<file path="config.mk">
export PLATFORM = sky130hd
export DESIGN_NAME = lidar_sector_avoidance_reflex_unit
export DESIGN_NICKNAME = d
export VERILOG_FILES = /design/src/design/lsar_pkg.sv /design/src/design/lsar_scan.sv /design/src/design/lsar_decide.sv /design/src/design/lsar_outq.sv /design/src/design/lidar_sector_avoidance_reflex_unit.sv
export SDC_FILE = /design/constraint.sdc
export NUM_CORES = 1
export LEC_CHECK = 0
export BUFFER_PORTS_ARGS = -buffer_cell sky130_fd_sc_hd__buf_2
export CAP_MARGIN = 15
export CORE_MARGIN = 5
export CORE_UTILIZATION = 60
export DETAILED_ROUTE_END_ITERATION = 8
export PLACE_DENSITY = 0.87
export SETUP_SLACK_MARGIN = 0.05
export SLEW_MARGIN = 5
export SYNTH_ARGS = -nofsm -noshare
export SYNTH_HDL_FRONTEND = slang
export SYNTH_SLANG_ARGS = --single-unit
export TNS_END_PERCENT = 100
</file>
<file path="constraint.sdc">
create_clock -name clk -period 7.55 [get_ports clk]
set_clock_uncertainty 0.05 [all_clocks]
set_input_delay 1.51 -clock clk [delete_from_list [all_inputs] [get_ports clk]]
set_output_delay 1.51 -clock clk [all_outputs]
set_load 0.02 [all_outputs]
</file>
<file path="src/design/lsar_pkg.sv">
// Shared types, constants and lookup tables for the lidar sector avoidance reflex unit.
package lsar_pkg;

	localparam int INDEX_BITS_DEF = 11;
	localparam int IDX_W = 12;
	localparam int RANGE_W = 16;
	localparam int CNT_W = 5;
	localparam int NUM_SLOTS = 7;
	localparam int OQ_DEPTH = 4;
	localparam int OQ_PTR_W = $clog2(OQ_DEPTH);
	localparam int OQ_CNT_W = $clog2(OQ_DEPTH + 1);
	localparam int ADDR_W = 5;
	localparam int DATA_W = 32;

	localparam logic [2:0] REG_WALL_THRESHOLD = 3'd0;
	localparam logic [2:0] REG_NEAR_CONTACT = 3'd1;
	localparam logic [2:0] REG_CRASH_REAR_LEFT = 3'd2;
	localparam logic [2:0] REG_CRASH_REAR = 3'd3;
	localparam logic [2:0] REG_CRASH_RIGHT = 3'd4;
	localparam logic [2:0] REG_CRASH_FRONT = 3'd5;

	localparam logic [RANGE_W-1:0] WALL_THRESHOLD_RST = 16'd550;
	localparam logic [RANGE_W-1:0] NEAR_CONTACT_RST = 16'd250;
	localparam logic [RANGE_W-1:0] CRASH_REAR_LEFT_RST = 16'd250;
	localparam logic [RANGE_W-1:0] CRASH_REAR_RST = 16'd300;
	localparam logic [RANGE_W-1:0] CRASH_RIGHT_RST = 16'd240;
	localparam logic [RANGE_W-1:0] CRASH_FRONT_RST = 16'd190;

	localparam logic [IDX_W-1:0] LEFT_A_HI = 12'd46;
	localparam logic [IDX_W-1:0] LEFT_B_LO = 12'd1825;
	localparam logic [IDX_W-1:0] LEFT_B_HI = 12'd1976;
	localparam logic [IDX_W-1:0] FRONT_LO = 12'd1139;
	localparam logic [IDX_W-1:0] FRONT_HI = 12'd1599;
	localparam logic [IDX_W-1:0] RIGHT_LO = 12'd824;
	localparam logic [IDX_W-1:0] RIGHT_HI = 12'd876;
	localparam logic [IDX_W-1:0] PROBE_RIGHT = 12'd820;
	localparam logic [IDX_W-1:0] PROBE_LEFT = 12'd1890;
	localparam logic [IDX_W-1:0] BAND_RL_A_LO = 12'd1;
	localparam logic [IDX_W-1:0] BAND_RL_A_HI = 12'd47;
	localparam logic [IDX_W-1:0] BAND_REAR_HI = 12'd582;
	localparam logic [IDX_W-1:0] BAND_RIGHT_HI = 12'd912;
	localparam logic [IDX_W-1:0] BAND_FRONT_HI = 12'd1802;
	localparam logic [IDX_W-1:0] BAND_RL_B_HI = 12'd1999;
	localparam logic [IDX_W-1:0] QUAD_RL_HI = 12'd300;
	localparam logic [IDX_W-1:0] QUAD_RR_HI = 12'd820;
	localparam logic [IDX_W-1:0] QUAD_FR_HI = 12'd1361;
	localparam logic [IDX_W-1:0] QUAD_FL_HI = 12'd1890;

	localparam logic [2:0] SLOT_CASE15 = 3'd6;
	localparam logic [2:0] SLOT_NONE = 3'd7;
	localparam logic [CNT_W-1:0] RETRY_A_LIMIT = 5'd7;
	localparam logic [CNT_W-1:0] RETRY_B_LIMIT = 5'd15;
	localparam logic [CNT_W-1:0] C15_FWD_LIMIT = 5'd4;
	localparam logic [CNT_W-1:0] C15_BACK_LIMIT = 5'd8;
	localparam logic [CNT_W-1:0] C15_TURN_LIMIT = 5'd20;

	localparam logic signed [7:0] CMD_C15_FWD = 8'sd10;
	localparam logic signed [7:0] CMD_C15_BACK = -8'sd10;
	localparam logic signed [7:0] CMD_C15_TURN = -8'sd50;
	localparam logic signed [7:0] CMD_NEAR_LIN = 8'sd30;
	localparam logic signed [7:0] CMD_NEAR_RIGHT_ANG = 8'sd100;
	localparam logic signed [7:0] CMD_NEAR_LEFT_ANG = -8'sd100;

	typedef struct packed {
		logic [RANGE_W-1:0] wall_threshold_mm;
		logic [RANGE_W-1:0] near_contact_mm;
		logic [RANGE_W-1:0] crash_rear_left_mm;
		logic [RANGE_W-1:0] crash_rear_mm;
		logic [RANGE_W-1:0] crash_right_mm;
		logic [RANGE_W-1:0] crash_front_mm;
	} cfg_t;

	typedef struct packed {
		logic [2:0] wall;
		logic [3:0] quad;
		logic [1:0] near;
	} flags_t;

	typedef struct packed {
		logic signed [7:0] linear_cmd;
		logic signed [7:0] angular_cmd;
		logic crash_mode;
		logic [3:0] quadrant_code;
		logic unrecoverable;
		logic last_result;
	} result_t;

	typedef struct packed {
		logic signed [7:0] lin;
		logic signed [7:0] ang;
	} cmd_t;

	typedef struct packed {
		logic signed [7:0] lin_a;
		logic signed [7:0] ang_a;
		logic signed [7:0] lin_b;
		logic signed [7:0] ang_b;
		logic [2:0] slot;
	} crash_entry_t;

	function automatic crash_entry_t crash_entry(input logic [3:0] q);
		crash_entry_t e;
		unique case (q)
			4'd0: e = '{8'sd0, 8'sd0, 8'sd0, 8'sd0, SLOT_NONE};
			4'd1: e = '{8'sd50, -8'sd50, 8'sd0, 8'sd0, SLOT_NONE};
			4'd2: e = '{8'sd50, 8'sd50, 8'sd0, 8'sd0, SLOT_NONE};
			4'd3: e = '{8'sd100, 8'sd0, 8'sd0, 8'sd0, SLOT_NONE};
			4'd4: e = '{-8'sd50, -8'sd50, 8'sd0, 8'sd0, SLOT_NONE};
			4'd5: e = '{8'sd10, 8'sd50, -8'sd10, -8'sd50, 3'd0};
			4'd6: e = '{8'sd50, 8'sd50, 8'sd0, 8'sd0, SLOT_NONE};
			4'd7: e = '{8'sd10, 8'sd50, -8'sd10, -8'sd50, 3'd1};
			4'd8: e = '{-8'sd50, 8'sd50, 8'sd0, 8'sd0, SLOT_NONE};
			4'd9: e = '{8'sd50, -8'sd50, 8'sd0, 8'sd0, SLOT_NONE};
			4'd10: e = '{8'sd10, -8'sd50, -8'sd10, 8'sd50, 3'd2};
			4'd11: e = '{8'sd10, -8'sd50, -8'sd10, 8'sd50, 3'd3};
			4'd12: e = '{-8'sd50, 8'sd0, 8'sd0, 8'sd0, SLOT_NONE};
			4'd13: e = '{-8'sd10, 8'sd50, 8'sd10, -8'sd50, 3'd4};
			4'd14: e = '{-8'sd10, -8'sd50, 8'sd10, 8'sd50, 3'd5};
			default: e = '{8'sd0, 8'sd0, 8'sd0, 8'sd0, SLOT_CASE15};
		endcase
		return e;
	endfunction

	function automatic cmd_t wall_cmd(input logic [2:0] w);
		cmd_t c;
		unique case (w)
			3'd0: c = '{8'sd50, -8'sd77};
			3'd1: c = '{8'sd50, -8'sd65};
			3'd2: c = '{8'sd0, 8'sd50};
			3'd3: c = '{8'sd0, 8'sd50};
			3'd4: c = '{8'sd50, 8'sd0};
			3'd5: c = '{8'sd50, 8'sd0};
			3'd6: c = '{8'sd0, 8'sd50};
			default: c = '{8'sd0, 8'sd50};
		endcase
		return c;
	endfunction

endpackage

</file>
<file path="src/design/lsar_scan.sv">
// Per-sample sector classification and the scan flag registers.
module lsar_scan #(
	parameter int INDEX_BITS = lsar_pkg::INDEX_BITS_DEF
) (
	input  logic                               clk,
	input  logic                               arst_n,
	input  logic                               fire,
	input  logic [INDEX_BITS-1:0]              sample_index,
	input  logic [lsar_pkg::RANGE_W-1:0]       range_mm,
	input  logic                               last_sample,
	input  lsar_pkg::cfg_t                     cfg,
	output lsar_pkg::flags_t                   flags
);

	localparam int IdxW = lsar_pkg::IDX_W;

	lsar_pkg::flags_t flags_q;
	logic [IdxW-1:0] idx;
	logic [lsar_pkg::RANGE_W-1:0] crash_th;
	logic in_band;
	logic crash;

	always_comb begin
		idx = IdxW'(sample_index);
		flags = flags_q;

		if (range_mm < cfg.wall_threshold_mm) begin
			if (idx <= lsar_pkg::LEFT_A_HI ||
					(idx >= lsar_pkg::LEFT_B_LO && idx <= lsar_pkg::LEFT_B_HI)) begin
				flags.wall[0] = 1'b1;
			end
			if (idx >= lsar_pkg::FRONT_LO && idx <= lsar_pkg::FRONT_HI) begin
				flags.wall[1] = 1'b1;
			end
			if (idx >= lsar_pkg::RIGHT_LO && idx <= lsar_pkg::RIGHT_HI) begin
				flags.wall[2] = 1'b1;
			end
		end
		if (range_mm < cfg.near_contact_mm) begin
			if (idx == lsar_pkg::PROBE_RIGHT) flags.near[0] = 1'b1;
			if (idx == lsar_pkg::PROBE_LEFT) flags.near[1] = 1'b1;
		end

		in_band = 1'b1;
		priority if (idx >= lsar_pkg::BAND_RL_A_LO && idx <= lsar_pkg::BAND_RL_A_HI) begin
			crash_th = cfg.crash_rear_left_mm;
		end else if (idx > lsar_pkg::BAND_RL_A_HI && idx <= lsar_pkg::BAND_REAR_HI) begin
			crash_th = cfg.crash_rear_mm;
		end else if (idx > lsar_pkg::BAND_REAR_HI && idx <= lsar_pkg::BAND_RIGHT_HI) begin
			crash_th = cfg.crash_right_mm;
		end else if (idx > lsar_pkg::BAND_RIGHT_HI && idx <= lsar_pkg::BAND_FRONT_HI) begin
			crash_th = cfg.crash_front_mm;
		end else if (idx > lsar_pkg::BAND_FRONT_HI && idx <= lsar_pkg::BAND_RL_B_HI) begin
			crash_th = cfg.crash_rear_left_mm;
		end else begin
			crash_th = '0;
			in_band = 1'b0;
		end
		crash = in_band && (range_mm < crash_th);

		if (crash) begin
			if (idx <= lsar_pkg::QUAD_RL_HI || idx >= lsar_pkg::QUAD_FL_HI) flags.quad[0] = 1'b1;
			if (idx >= lsar_pkg::QUAD_RL_HI && idx <= lsar_pkg::QUAD_RR_HI) flags.quad[1] = 1'b1;
			if (idx >= lsar_pkg::QUAD_RR_HI && idx <= lsar_pkg::QUAD_FR_HI) flags.quad[2] = 1'b1;
			if (idx >= lsar_pkg::QUAD_FR_HI && idx <= lsar_pkg::QUAD_FL_HI) flags.quad[3] = 1'b1;
		end
	end

	always_ff @(posedge clk or negedge arst_n) begin
		if (!arst_n) begin
			flags_q <= '0;
		end else if (fire) begin
			flags_q <= last_sample ? '0 : flags;
		end
	end

endmodule

</file>
<file path="src/design/lsar_decide.sv">
// End-of-scan command decision with the crash recovery retry counters.
module lsar_decide (
	input  logic               clk,
	input  logic               arst_n,
	input  logic               fire_last,
	input  lsar_pkg::flags_t   flags,
	output lsar_pkg::result_t  res0,
	output lsar_pkg::result_t  res1,
	output logic               crash_scan
);

	localparam int CntW = lsar_pkg::CNT_W;

	logic [CntW-1:0] cnt_q [lsar_pkg::NUM_SLOTS];
	lsar_pkg::crash_entry_t e;
	lsar_pkg::cmd_t wc;
	logic [CntW-1:0] cur_cnt;
	logic [CntW-1:0] cnt_next;
	logic cnt_we;
	logic signed [7:0] lin;
	logic signed [7:0] ang;
	logic unrec;

	always_comb begin
		e = lsar_pkg::crash_entry(flags.quad);
		wc = lsar_pkg::wall_cmd(flags.wall);
		crash_scan = (flags.quad != 4'd0);
		cur_cnt = '0;
		for (int i = 0; i < lsar_pkg::NUM_SLOTS; i++) begin
			if (e.slot == 3'(i)) cur_cnt = cnt_q[i];
		end
		cnt_next = cur_cnt + CntW'(1);
		cnt_we = 1'b0;
		lin = 8'sd0;
		ang = 8'sd0;
		unrec = 1'b0;

		if (crash_scan) begin
			if (e.slot == lsar_pkg::SLOT_NONE) begin
				lin = e.lin_a;
				ang = e.ang_a;
			end else if (e.slot == lsar_pkg::SLOT_CASE15) begin
				cnt_we = 1'b1;
				priority if (cur_cnt < lsar_pkg::C15_FWD_LIMIT) begin
					lin = lsar_pkg::CMD_C15_FWD;
				end else if (cur_cnt < lsar_pkg::C15_BACK_LIMIT) begin
					lin = lsar_pkg::CMD_C15_BACK;
				end else if (cur_cnt < lsar_pkg::C15_TURN_LIMIT) begin
					ang = lsar_pkg::CMD_C15_TURN;
				end else begin
					cnt_next = '0;
					unrec = 1'b1;
				end
			end else begin
				cnt_we = 1'b1;
				priority if (cur_cnt < lsar_pkg::RETRY_A_LIMIT) begin
					lin = e.lin_a;
					ang = e.ang_a;
				end else if (cur_cnt < lsar_pkg::RETRY_B_LIMIT) begin
					lin = e.lin_b;
					ang = e.ang_b;
				end else begin
					cnt_next = '0;
					unrec = 1'b1;
				end
			end
		end else begin
			lin = wc.lin;
			ang = wc.ang;
			if (flags.near[0]) begin
				lin = lsar_pkg::CMD_NEAR_LIN;
				ang = lsar_pkg::CMD_NEAR_RIGHT_ANG;
			end
			if (flags.near[1]) begin
				lin = lsar_pkg::CMD_NEAR_LIN;
				ang = lsar_pkg::CMD_NEAR_LEFT_ANG;
			end
		end

		res0 = '{lin, ang, crash_scan, flags.quad, unrec, !crash_scan};
		res1 = '{8'sd0, 8'sd0, 1'b1, flags.quad, unrec, 1'b1};
	end

	always_ff @(posedge clk or negedge arst_n) begin
		if (!arst_n) begin
			for (int i = 0; i < lsar_pkg::NUM_SLOTS; i++) cnt_q[i] <= '0;
		end else if (fire_last) begin
			for (int i = 0; i < lsar_pkg::NUM_SLOTS; i++) begin
				if (!crash_scan) begin
					cnt_q[i] <= '0;
				end else if (cnt_we && e.slot == 3'(i)) begin
					cnt_q[i] <= cnt_next;
				end
			end
		end
	end

endmodule

</file>
<file path="src/design/lsar_outq.sv">
// Small result queue that takes up to two items per cycle and hands out one while out_stall is low.
module lsar_outq (
	input  logic               clk,
	input  logic               arst_n,
	input  logic [1:0]         push_n,
	input  lsar_pkg::result_t  res0,
	input  lsar_pkg::result_t  res1,
	input  logic               out_stall,
	output logic               out_valid,
	output lsar_pkg::result_t  out_res,
	output logic               room
);

	localparam int PtrW = lsar_pkg::OQ_PTR_W;
	localparam int CntW = lsar_pkg::OQ_CNT_W;

	lsar_pkg::result_t ent_q [lsar_pkg::OQ_DEPTH];
	logic [PtrW-1:0] wr_q;
	logic [PtrW-1:0] rd_q;
	logic [CntW-1:0] count_q;
	logic pop;

	assign out_valid = (count_q != '0);
	assign out_res = ent_q[rd_q];
	assign pop = out_valid && !out_stall;
	assign room = (count_q <= CntW'(lsar_pkg::OQ_DEPTH - 2));

	always_ff @(posedge clk) begin
		if (push_n != 2'd0) ent_q[wr_q] <= res0;
		if (push_n == 2'd2) ent_q[wr_q + PtrW'(1)] <= res1;
	end

	always_ff @(posedge clk or negedge arst_n) begin
		if (!arst_n) begin
			wr_q <= '0;
			rd_q <= '0;
			count_q <= '0;
		end else begin
			wr_q <= wr_q + PtrW'(push_n);
			if (pop) rd_q <= rd_q + PtrW'(1);
			count_q <= count_q + CntW'(push_n) - CntW'(pop);
		end
	end

endmodule

</file>
<file path="src/design/lidar_sector_avoidance_reflex_unit.sv">
// Top level of the lidar sector avoidance reflex unit with its register port.
//
// Range samples enter on the sample channel (sample_valid, sample_stall) with their
// angular index and a mark on the last sample of a scan. Samples that are not last give
// no item. On the last sample the unit gives one wall-following command, or, when a crash
// was seen during the scan, a recovery command followed by a zero stop command; the final
// item of a scan carries last_result.
// A sample is taken into an input register; once the queue has room it is classified
// and, if it is the last, decided, and its items are written to a four-entry output
// queue, which offers them in order. A sample can be accepted in every cycle while the
// queue has room. Sample intake stalls only while the queue holds more than two items,
// which happens when the receiver stalls the result channel. Thresholds are for the user
// to write through the register port only while the unit is idle; the unit itself does
// not enforce this. Reset clears the scan flags, the retry counters, the queue and the
// input register, and loads the register defaults.
module lidar_sector_avoidance_reflex_unit #(
	parameter int INDEX_BITS = lsar_pkg::INDEX_BITS_DEF
) (
	input  logic                              clk,
	input  logic                              arst_n,
	input  logic                              psel,
	input  logic                              penable,
	input  logic                              pwrite,
	input  logic [lsar_pkg::ADDR_W-1:0]       paddr,
	input  logic [lsar_pkg::DATA_W-1:0]       pwdata,
	output logic [lsar_pkg::DATA_W-1:0]       prdata,
	output logic                              pready,
	input  logic                              sample_valid,
	output logic                              sample_stall,
	input  logic [INDEX_BITS-1:0]             sample_index,
	input  logic [lsar_pkg::RANGE_W-1:0]      range_mm,
	input  logic                              last_sample,
	output logic                              result_valid,
	input  logic                              result_stall,
	output logic signed [7:0]                 linear_cmd,
	output logic signed [7:0]                 angular_cmd,
	output logic                              crash_mode,
	output logic [3:0]                        quadrant_code,
	output logic                              unrecoverable,
	output logic                              last_result
);

	lsar_pkg::cfg_t cfg_q;
	logic [2:0] reg_sel;
	logic cfg_wr;

	logic valid_s1;
	logic [INDEX_BITS-1:0] index_s1;
	logic [lsar_pkg::RANGE_W-1:0] range_s1;
	logic last_s1;
	logic accept;
	logic fire;
	logic fire_last;
	logic room;

	lsar_pkg::flags_t flags;
	lsar_pkg::result_t res0;
	lsar_pkg::result_t res1;
	lsar_pkg::result_t out_res;
	logic crash_scan;
	logic [1:0] push_n;

	assign pready = 1'b1;
	assign reg_sel = paddr[4:2];
	assign cfg_wr = psel && penable && pwrite && pready;

	always_comb begin
		unique case (reg_sel)
			lsar_pkg::REG_WALL_THRESHOLD: prdata = 32'(cfg_q.wall_threshold_mm);
			lsar_pkg::REG_NEAR_CONTACT: prdata = 32'(cfg_q.near_contact_mm);
			lsar_pkg::REG_CRASH_REAR_LEFT: prdata = 32'(cfg_q.crash_rear_left_mm);
			lsar_pkg::REG_CRASH_REAR: prdata = 32'(cfg_q.crash_rear_mm);
			lsar_pkg::REG_CRASH_RIGHT: prdata = 32'(cfg_q.crash_right_mm);
			lsar_pkg::REG_CRASH_FRONT: prdata = 32'(cfg_q.crash_front_mm);
			default: prdata = '0;
		endcase
	end

	always_ff @(posedge clk or negedge arst_n) begin
		if (!arst_n) begin
			cfg_q.wall_threshold_mm <= lsar_pkg::WALL_THRESHOLD_RST;
			cfg_q.near_contact_mm <= lsar_pkg::NEAR_CONTACT_RST;
			cfg_q.crash_rear_left_mm <= lsar_pkg::CRASH_REAR_LEFT_RST;
			cfg_q.crash_rear_mm <= lsar_pkg::CRASH_REAR_RST;
			cfg_q.crash_right_mm <= lsar_pkg::CRASH_RIGHT_RST;
			cfg_q.crash_front_mm <= lsar_pkg::CRASH_FRONT_RST;
		end else if (cfg_wr) begin
			unique case (reg_sel)
				lsar_pkg::REG_WALL_THRESHOLD: cfg_q.wall_threshold_mm <= pwdata[15:0];
				lsar_pkg::REG_NEAR_CONTACT: cfg_q.near_contact_mm <= pwdata[15:0];
				lsar_pkg::REG_CRASH_REAR_LEFT: cfg_q.crash_rear_left_mm <= pwdata[15:0];
				lsar_pkg::REG_CRASH_REAR: cfg_q.crash_rear_mm <= pwdata[15:0];
				lsar_pkg::REG_CRASH_RIGHT: cfg_q.crash_right_mm <= pwdata[15:0];
				lsar_pkg::REG_CRASH_FRONT: cfg_q.crash_front_mm <= pwdata[15:0];
				default: ;
			endcase
		end
	end

	assign fire = valid_s1 && room;
	assign fire_last = fire && last_s1;
	assign sample_stall = valid_s1 && !room;
	assign accept = sample_valid && !sample_stall;

	always_ff @(posedge clk or negedge arst_n) begin
		if (!arst_n) begin
			valid_s1 <= 1'b0;
		end else if (accept) begin
			valid_s1 <= 1'b1;
		end else if (fire) begin
			valid_s1 <= 1'b0;
		end
	end

	always_ff @(posedge clk) begin
		if (accept) begin
			index_s1 <= sample_index;
			range_s1 <= range_mm;
			last_s1 <= last_sample;
		end
	end

	lsar_scan #(
		.INDEX_BITS(INDEX_BITS)
	) u_scan (
		.clk(clk),
		.arst_n(arst_n),
		.fire(fire),
		.sample_index(index_s1),
		.range_mm(range_s1),
		.last_sample(last_s1),
		.cfg(cfg_q),
		.flags(flags)
	);

	lsar_decide u_decide (
		.clk(clk),
		.arst_n(arst_n),
		.fire_last(fire_last),
		.flags(flags),
		.res0(res0),
		.res1(res1),
		.crash_scan(crash_scan)
	);

	assign push_n = !fire_last ? 2'd0 : (crash_scan ? 2'd2 : 2'd1);

	lsar_outq u_outq (
		.clk(clk),
		.arst_n(arst_n),
		.push_n(push_n),
		.res0(res0),
		.res1(res1),
		.out_stall(result_stall),
		.out_valid(result_valid),
		.out_res(out_res),
		.room(room)
	);

	assign linear_cmd = out_res.linear_cmd;
	assign angular_cmd = out_res.angular_cmd;
	assign crash_mode = out_res.crash_mode;
	assign quadrant_code = out_res.quadrant_code;
	assign unrecoverable = out_res.unrecoverable;
	assign last_result = out_res.last_result;

	a_last_gives_item: assert property (@(posedge clk) disable iff (!arst_n)
		fire_last |=> result_valid)
		else $error("No item offered after the last sample of a scan.");

	a_crash_has_quadrant: assert property (@(posedge clk) disable iff (!arst_n)
		result_valid && crash_mode |-> quadrant_code != 4'd0)
		else $error("Crash recovery item without a crash quadrant.");

	a_wall_item_form: assert property (@(posedge clk) disable iff (!arst_n)
		result_valid && !crash_mode |-> last_result && quadrant_code == 4'd0 && !unrecoverable)
		else $error("Wall-following item with crash fields set.");

	a_stall_needs_sample: assert property (@(posedge clk) disable iff (!arst_n)
		sample_stall |-> $past(fire) == 1'b0 || $past(fire_last) || !room)
		else $error("Sample intake stalled while the queue has room.");

endmodule
</file>
### Yosys cells after proc, flatten, opt, wreduce, memory -nomap -nowiden

Memory sizes are Yosys's and may differ from the RTL's.
Index checks and enable logic that the tools add are counted.

| storage, ports and cells | value |
|---|---|
| flip-flop bits (word level) | 176 |
| memory bits (writable) | 92 |
| ROM bits | 496 |
| input bits | 72 |
| output and inout bits | 58 |
| word-level logic and storage cells | 233 |
| memories | 2 |

| operators by class | value |
|---|---|
| add/sub/neg operators | 6 |
| $lt $le $gt $ge | 34 |
| equality and inequality tests | 25 |
| muxes and demuxes | 90 |
| reductions and logical operators | 53 |

Memories:

| memory | depth | bits a word | rd ports | clocked after memory_dff | wr ports | line | text |
|---|---|---|---|---|---|---|---|
| (name not given) | 16 | 31 | 1 | 0 | 0 | lsar_pkg.sv:103 | `unique case (q)` |
| u_outq.ent_q | 4 | 23 | 1 | 0 | 2 | lsar_outq.sv:17 | `lsar_pkg::result_t ent_q [lsar_pkg::OQ_DEPTH];` |

Operators with widths:

| operator | number |
|---|---|
| $mux W5 | 28 |
| $mux W8 | 17 |
| $pmux W16 S6 | 1 |
| $mux W16 | 5 |
| $le A11 B11 Y1 const B | 6 |
| $lt A16 B16 Y1 | 3 |
| $ge A11 B11 Y1 const B | 4 |
| $le A11 B10 Y1 const B | 4 |
| $pmux W14 S3 | 1 |
| $mux W1 | 30 |
| $logic_and A1 B1 Y1 | 26 |
| $reduce_and A2 Y1 | 13 |
| $eq A3 B3 Y1 const B | 8 |
| $ge A11 B10 Y1 const B | 2 |
| $gt A11 B10 Y1 const B | 2 |
| $le A11 B6 Y1 const B | 2 |
| $ne A2 B1 Y1 const B | 7 |
| $eq A3 B2 Y1 const B | 4 |
| $mux W6 | 2 |
| $eq A11 B10 Y1 const B | 1 |
| $eq A11 B11 Y1 const B | 1 |
| $ge A11 B1 Y1 const B | 1 |
| $ge A11 B9 Y1 const B | 1 |
| $gt A11 B11 Y1 const B | 1 |
| 24 further kinds | 38 |

### Logic depth before layout (Yosys ltp)

An unclocked memory read counts as a cell.

| logic depth | value |
|---|---|
| depth in word-level cells | 27 |
| depth in mapped cells | 31 |

### Modules after synthesis

A second synthesis with hierarchy kept.

| second synthesis, totals | value |
|---|---|
| cells, all modules | 1,352 |
| area, all modules | 16,245.6 µm² |

Modules (own cells, without submodules):

| module | instances | cells each | area each (µm²) | sequential area each (µm²) |
|---|---|---|---|---|
| lidar_sector_avoidance_reflex_unit | 1 | 374 | 5,574.1 | 3,305.7 |
| lsar_outq | 1 | 265 | 5,106.1 | 2,937.8 |
| lsar_decide | 1 | 368 | 3,121.7 | 875.8 |
| lsar_scan | 1 | 345 | 2,443.6 | 225.2 |

### Worst setup path after synthesis

Ideal clock, no wire load.

| path | value |
|---|---|
| path kind | reg2reg |
| from | register index_s1[7] |
| to | memory u_outq.ent_q[1][17] in the netlist's numbering |
| arrival time | 6.499 ns |
| required time | 7.372 ns |
| slack | 0.872 ns |
| cell stages (with the launch flop) | 28 |
| period minus slack after synthesis | 6.678 ns |
| cell sequence | edfxtp_1 -> or4_4 -> nor4_4 -> o21a_1 -> buf_6 -> clkbuf_1 -> a22o_1 -> nor2_1 -> ha_1 -> nand2_1 -> o21ai_0 -> nor4_1 -> nor4_2 -> o21ai_4 -> a31oi_4 -> clkbuf_1 -> buf_1 -> ha_1 -> clkbuf_1 -> clkbuf_1 -> nor2_1 -> o21ai_1 -> o2111ai_1 -> a211oi_4 -> nand3_4 -> o2111a_1 -> o41ai_4 -> o21ai_1 |

RTL lines:

| element | line | text |
|---|---|---|
| start, declared | lidar_sector_avoidance_reflex_unit.sv:48 | `logic [INDEX_BITS-1:0] index_s1;` |
| start signal, assigned | lidar_sector_avoidance_reflex_unit.sv:117 | `index_s1 <= sample_index;` |
| end, declared | lsar_outq.sv:17 |  |

==> results.json <==
{
  "status": "complete, no violations",
  "p_sw_mw": 2.61,
  "rrSetupSlack_ps": 410,
  "cts_max_path_buffers": 3,
  "drt-vias-per-instance": 6.69,
  "crit_type": "reg -> reg",
  "path_cells": "or4_1 -> nor4_2 -> o2bb2ai_4 -> buf_4 -> a22o_1 -> nor2_1 -> ha_1 -> a21o_1 -> a21o_1 -> a21oi_1 -> o31ai_1 -> nor2_1 -> a31oi_4 -> ha_1 -> nor4_1 -> a21bo_2 -> nand2_1 -> nor3_1 -> a221o_1 -> nand3_4 -> o2111a_1 -> o41ai_4 -> o21ai_1",
  "htree_levels": 1,
  "rows": 56,
  "numPortBuffers": 93,
  "drive_gt1_frac": 0.243,
  "reg2reg_depth": 23,
  "cp-end-kind": "flip-flop",
  "whs_endpoint": "u_outq.ent_q[1][13]",
  "synth_top_area_cell": "dfrtp_1",
  "die_h_microns": 165,
  "ios": 130,
  "fmax_ghz": 0.140,
  "critPathRequiredTime_ps": 7920,
  "drt_iter0_markers": 1516,
  "clockPowerShare": 0.218,
  "fin_util": 0.689,
  "comb_power_share": 0.445,
  "worstMarginPinSlew_ps": 1110,
  "cp_max_fo": 11,
  "multi_input_area_sq_um": 7280,
  "seq_area_frac_synth": 0.453,
  "relSlewSlack": 0.257,
  "netlist_area_sq_um": 14400,
  "cts-root-buf": "clkbuf_16",
  "async_flop_share": 0.561,
  "reg2reg_to": "u_outq.ent_q[2][17]",
  "rsz0062_at_grt": "no",
  "routedWlPerCell_microns": 22.5,
  "use_met2": 0.481,
  "drc_errors": 0,
  "crit_family": "compound AO/OA/AOI/OAI gates",
  "internal-power_mw": 3.70,
  "totalWireLength_microns": 41300,
  "drtAntennaViolNets": 0,
  "overflow": 0,
  "die-area_sq_um": 27300,
  "ys_ff_latch": 264,
  "slowest_delay_ps": 650,
  "die_w_microns": 165,
  "min_period_over_period": 0.946,
  "first_pass_iters": 6,
  "p_seq_frac": 0.338,
  "cp.depth": 23,
  "max_cap_viol_count": 0,
  "clk_pin_slew_ps": 60,
  "grt_first_pass_wirelength_microns": 65000,
  "first_global_vias": 12200,
  "synth_warnings": 0,
  "nNetsFinal": 1620,
  "period_needed_ps": 7140,
  "final_cell_mix": "nand2_1 (122), dfrtp_1 (118), buf_2 (92)",
  "antenna_found_initial": 3,
  "hp-class": "reg -> reg",
  "crit_slowest_cell": "or4_1",
  "initial_utilization": 0.612,
  "synth.avg_cell_area_sq_um": 10.3,
  "grtUsageMet3": 0.0630,
  "grtUsageTotal": 0.301,
  "core_sq_um": 23600,
  "synth_top_area_frac": 0.204,
  "power_density_nw_per_um2": 388,
  "setup_viol": 0,
  "min_path_cells": 2,
  "areaGrowthSynthToFinish_pct": 12.6,
  "cts_tree": "built",
  "ys.flop_type": "dfrtp_1",
  "fillers": 1723,
  "p_leak_nw": 6.85,
  "synthCells": 1405,
  "synth-edff-count": 48,
  "hp-start": "u_outq.ent_q[1][13]",
  "grtUsageMet1": 0.399,
  "grt_max_degree": 76,
  "cp_num_buf_inv": 1,
  "synth_area_leaders": "dfrtp_1 (20%), edfxtp_1 (10%), dfxtp_1 (9.4%)",
  "timing.final.hold_violations": 0,
  "critPathLaunchType": "flip-flop",
  "rr_startpoint": "index_s1[0]",
  "setup_tns_ps": 0,
  "worstPathArrival_ps": 7510,
  "register_area_sq_um": 6540,
  "insertion_delay_ps": 560,
  "hpwl_microns": 28200,
  "ys_types": 98,
  "ir_drop_uv": 276,
  "maxSlewViolCount": 0,
  "final_common_cell": "nand2_1",
  "top_usage_layer": "met2",
  "clock_sinks": 264,
  "gp_congestion": 0.962,
  "numCtsBuffers": 29,
  "via_count": 12300,
  "p_sw_frac": 0.414
}
==> metrics by stage <==
stage / setup WS [ps] / hold WS [ps] / power (mW) / cell area, sq um / cells
floorplan: 872 / 369 / 3.99 / 14500 / 1421
global placement: 570 / 381 / 4.72 / 15300 / 1780
detailed placement: 387 / 393 / 4.85 / 15300 / 1780
CTS: 288 / 402 / 6.24 / 16200 / 1834
global route: 128 / 415 / 6.65 / 16300 / 1837
finish: 408 / 402 / 6.31 / 16300 / 1837
==> cell families after synthesis <==
logic type               count (synthesis)  synth area share
AO/OA/AOI/OAI                          412             0.210
AND/OR/NAND/NOR                        387             0.132
flip-flops                             264             0.453
buffers and inverters                  170            0.0518
multiplexers                           107            0.0997
adder cells (fa/ha/maj)                 56            0.0490
XOR/XNOR                                 7           0.00425
other                                    2          0.000520
==> worst max path at each step <==
stage | from | endpoint | slack, ps
detailed placement | index_s1[0] | u_outq.ent_q[1][20] | 390
floorplan | index_s1[7] | u_outq.ent_q[1][17] | 870
global placement | index_s1[0] | u_outq.ent_q[3][20] | 570
finish | index_s1[0] | u_outq.ent_q[2][17] | 410
CTS | index_s1[0] | u_outq.ent_q[1][20] | 290
global route | index_s1[0] | u_outq.ent_q[2][17] | 130
==> cell usage after synthesis (10+ instances only) <==
cell type  number
nand2_1       122
dfrtp_1       118
nor2_1         90
o21ai_0        85
mux2_2         75
dfxtp_1        68
clkbuf_1       66
a22o_1         64
inv_1          61
ha_1           55
a21oi_1        53
a22oi_1        52
edfxtp_1       48
nand3_1        44
nor3_1         35
dfstp_2        30
buf_4          24
mux4_2         22
a21o_1         15
nor4_1         15
a32o_1         13
nand2b_1       13
o21ai_1        12
o31ai_1        12
a31oi_1        10
and3_1         10
mux2i_1        10
==> power groups by stage <==
| stage | clock network, mW | registers [mW] | logic, mW |
|---|---|---|---|
| after floorplan | 0 | 2.00 | 1.99 |
| after global placement | 0 | 2.11 | 2.60 |
| after detailed placement | 0 | 2.14 | 2.71 |
| after CTS | 1.38 | 2.12 | 2.74 |
| after global routing | 1.45 | 2.17 | 3.03 |
| final | 1.37 | 2.13 | 2.81 |
==> area by class of cell <==
type	count	area share
diodes	3	0.000462
clock buffers	33	0.0468
clock inverters	21	0.0100
inverters	63	0.0145
multi-input cells	987	0.447
flip-flops and latches	264	0.402
well taps	319	0.0245
repair buffers	147	0.0539
==> sequential cells by signal, summed over array words and instances, names as in the netlist <==
name / count
valid_s1: 1
last_s1: 1
u_outq.rd_q: 2
range_s1: 16
cfg_q: 96
u_outq.count_q: 3
u_decide.cnt_q: 35
u_scan.flags_q: 9
index_s1: 11
u_outq.ent_q: 88
u_outq.wr_q: 2
==> worst register-to-register path, delay by kind of cell, from the launching register on <==
family | cells | cell delay (ps)
adder cells (fa/ha/maj) | 2 | 510
flip-flops | 1 | 540
AO/OA/AOI/OAI | 12 | 3240
buffers and inverters | 1 | 250
AND/OR/NAND/NOR | 8 | 2440
==> metal layers <==
layer,routed length [microns],part of all wire
met2,19100,0.46
met1,16100,0.39
met5,0,0
met4,1870,0.045
met3,4190,0.10
==> timing repair <==
action                                  in CTS  in global routing
endpoints found under the setup margin       0                 61
resized for setup                            0                  5
hold buffers                                 0                  0
setup buffers                                0                  0
No activity file was read; power rests on OpenSTA's default activity.
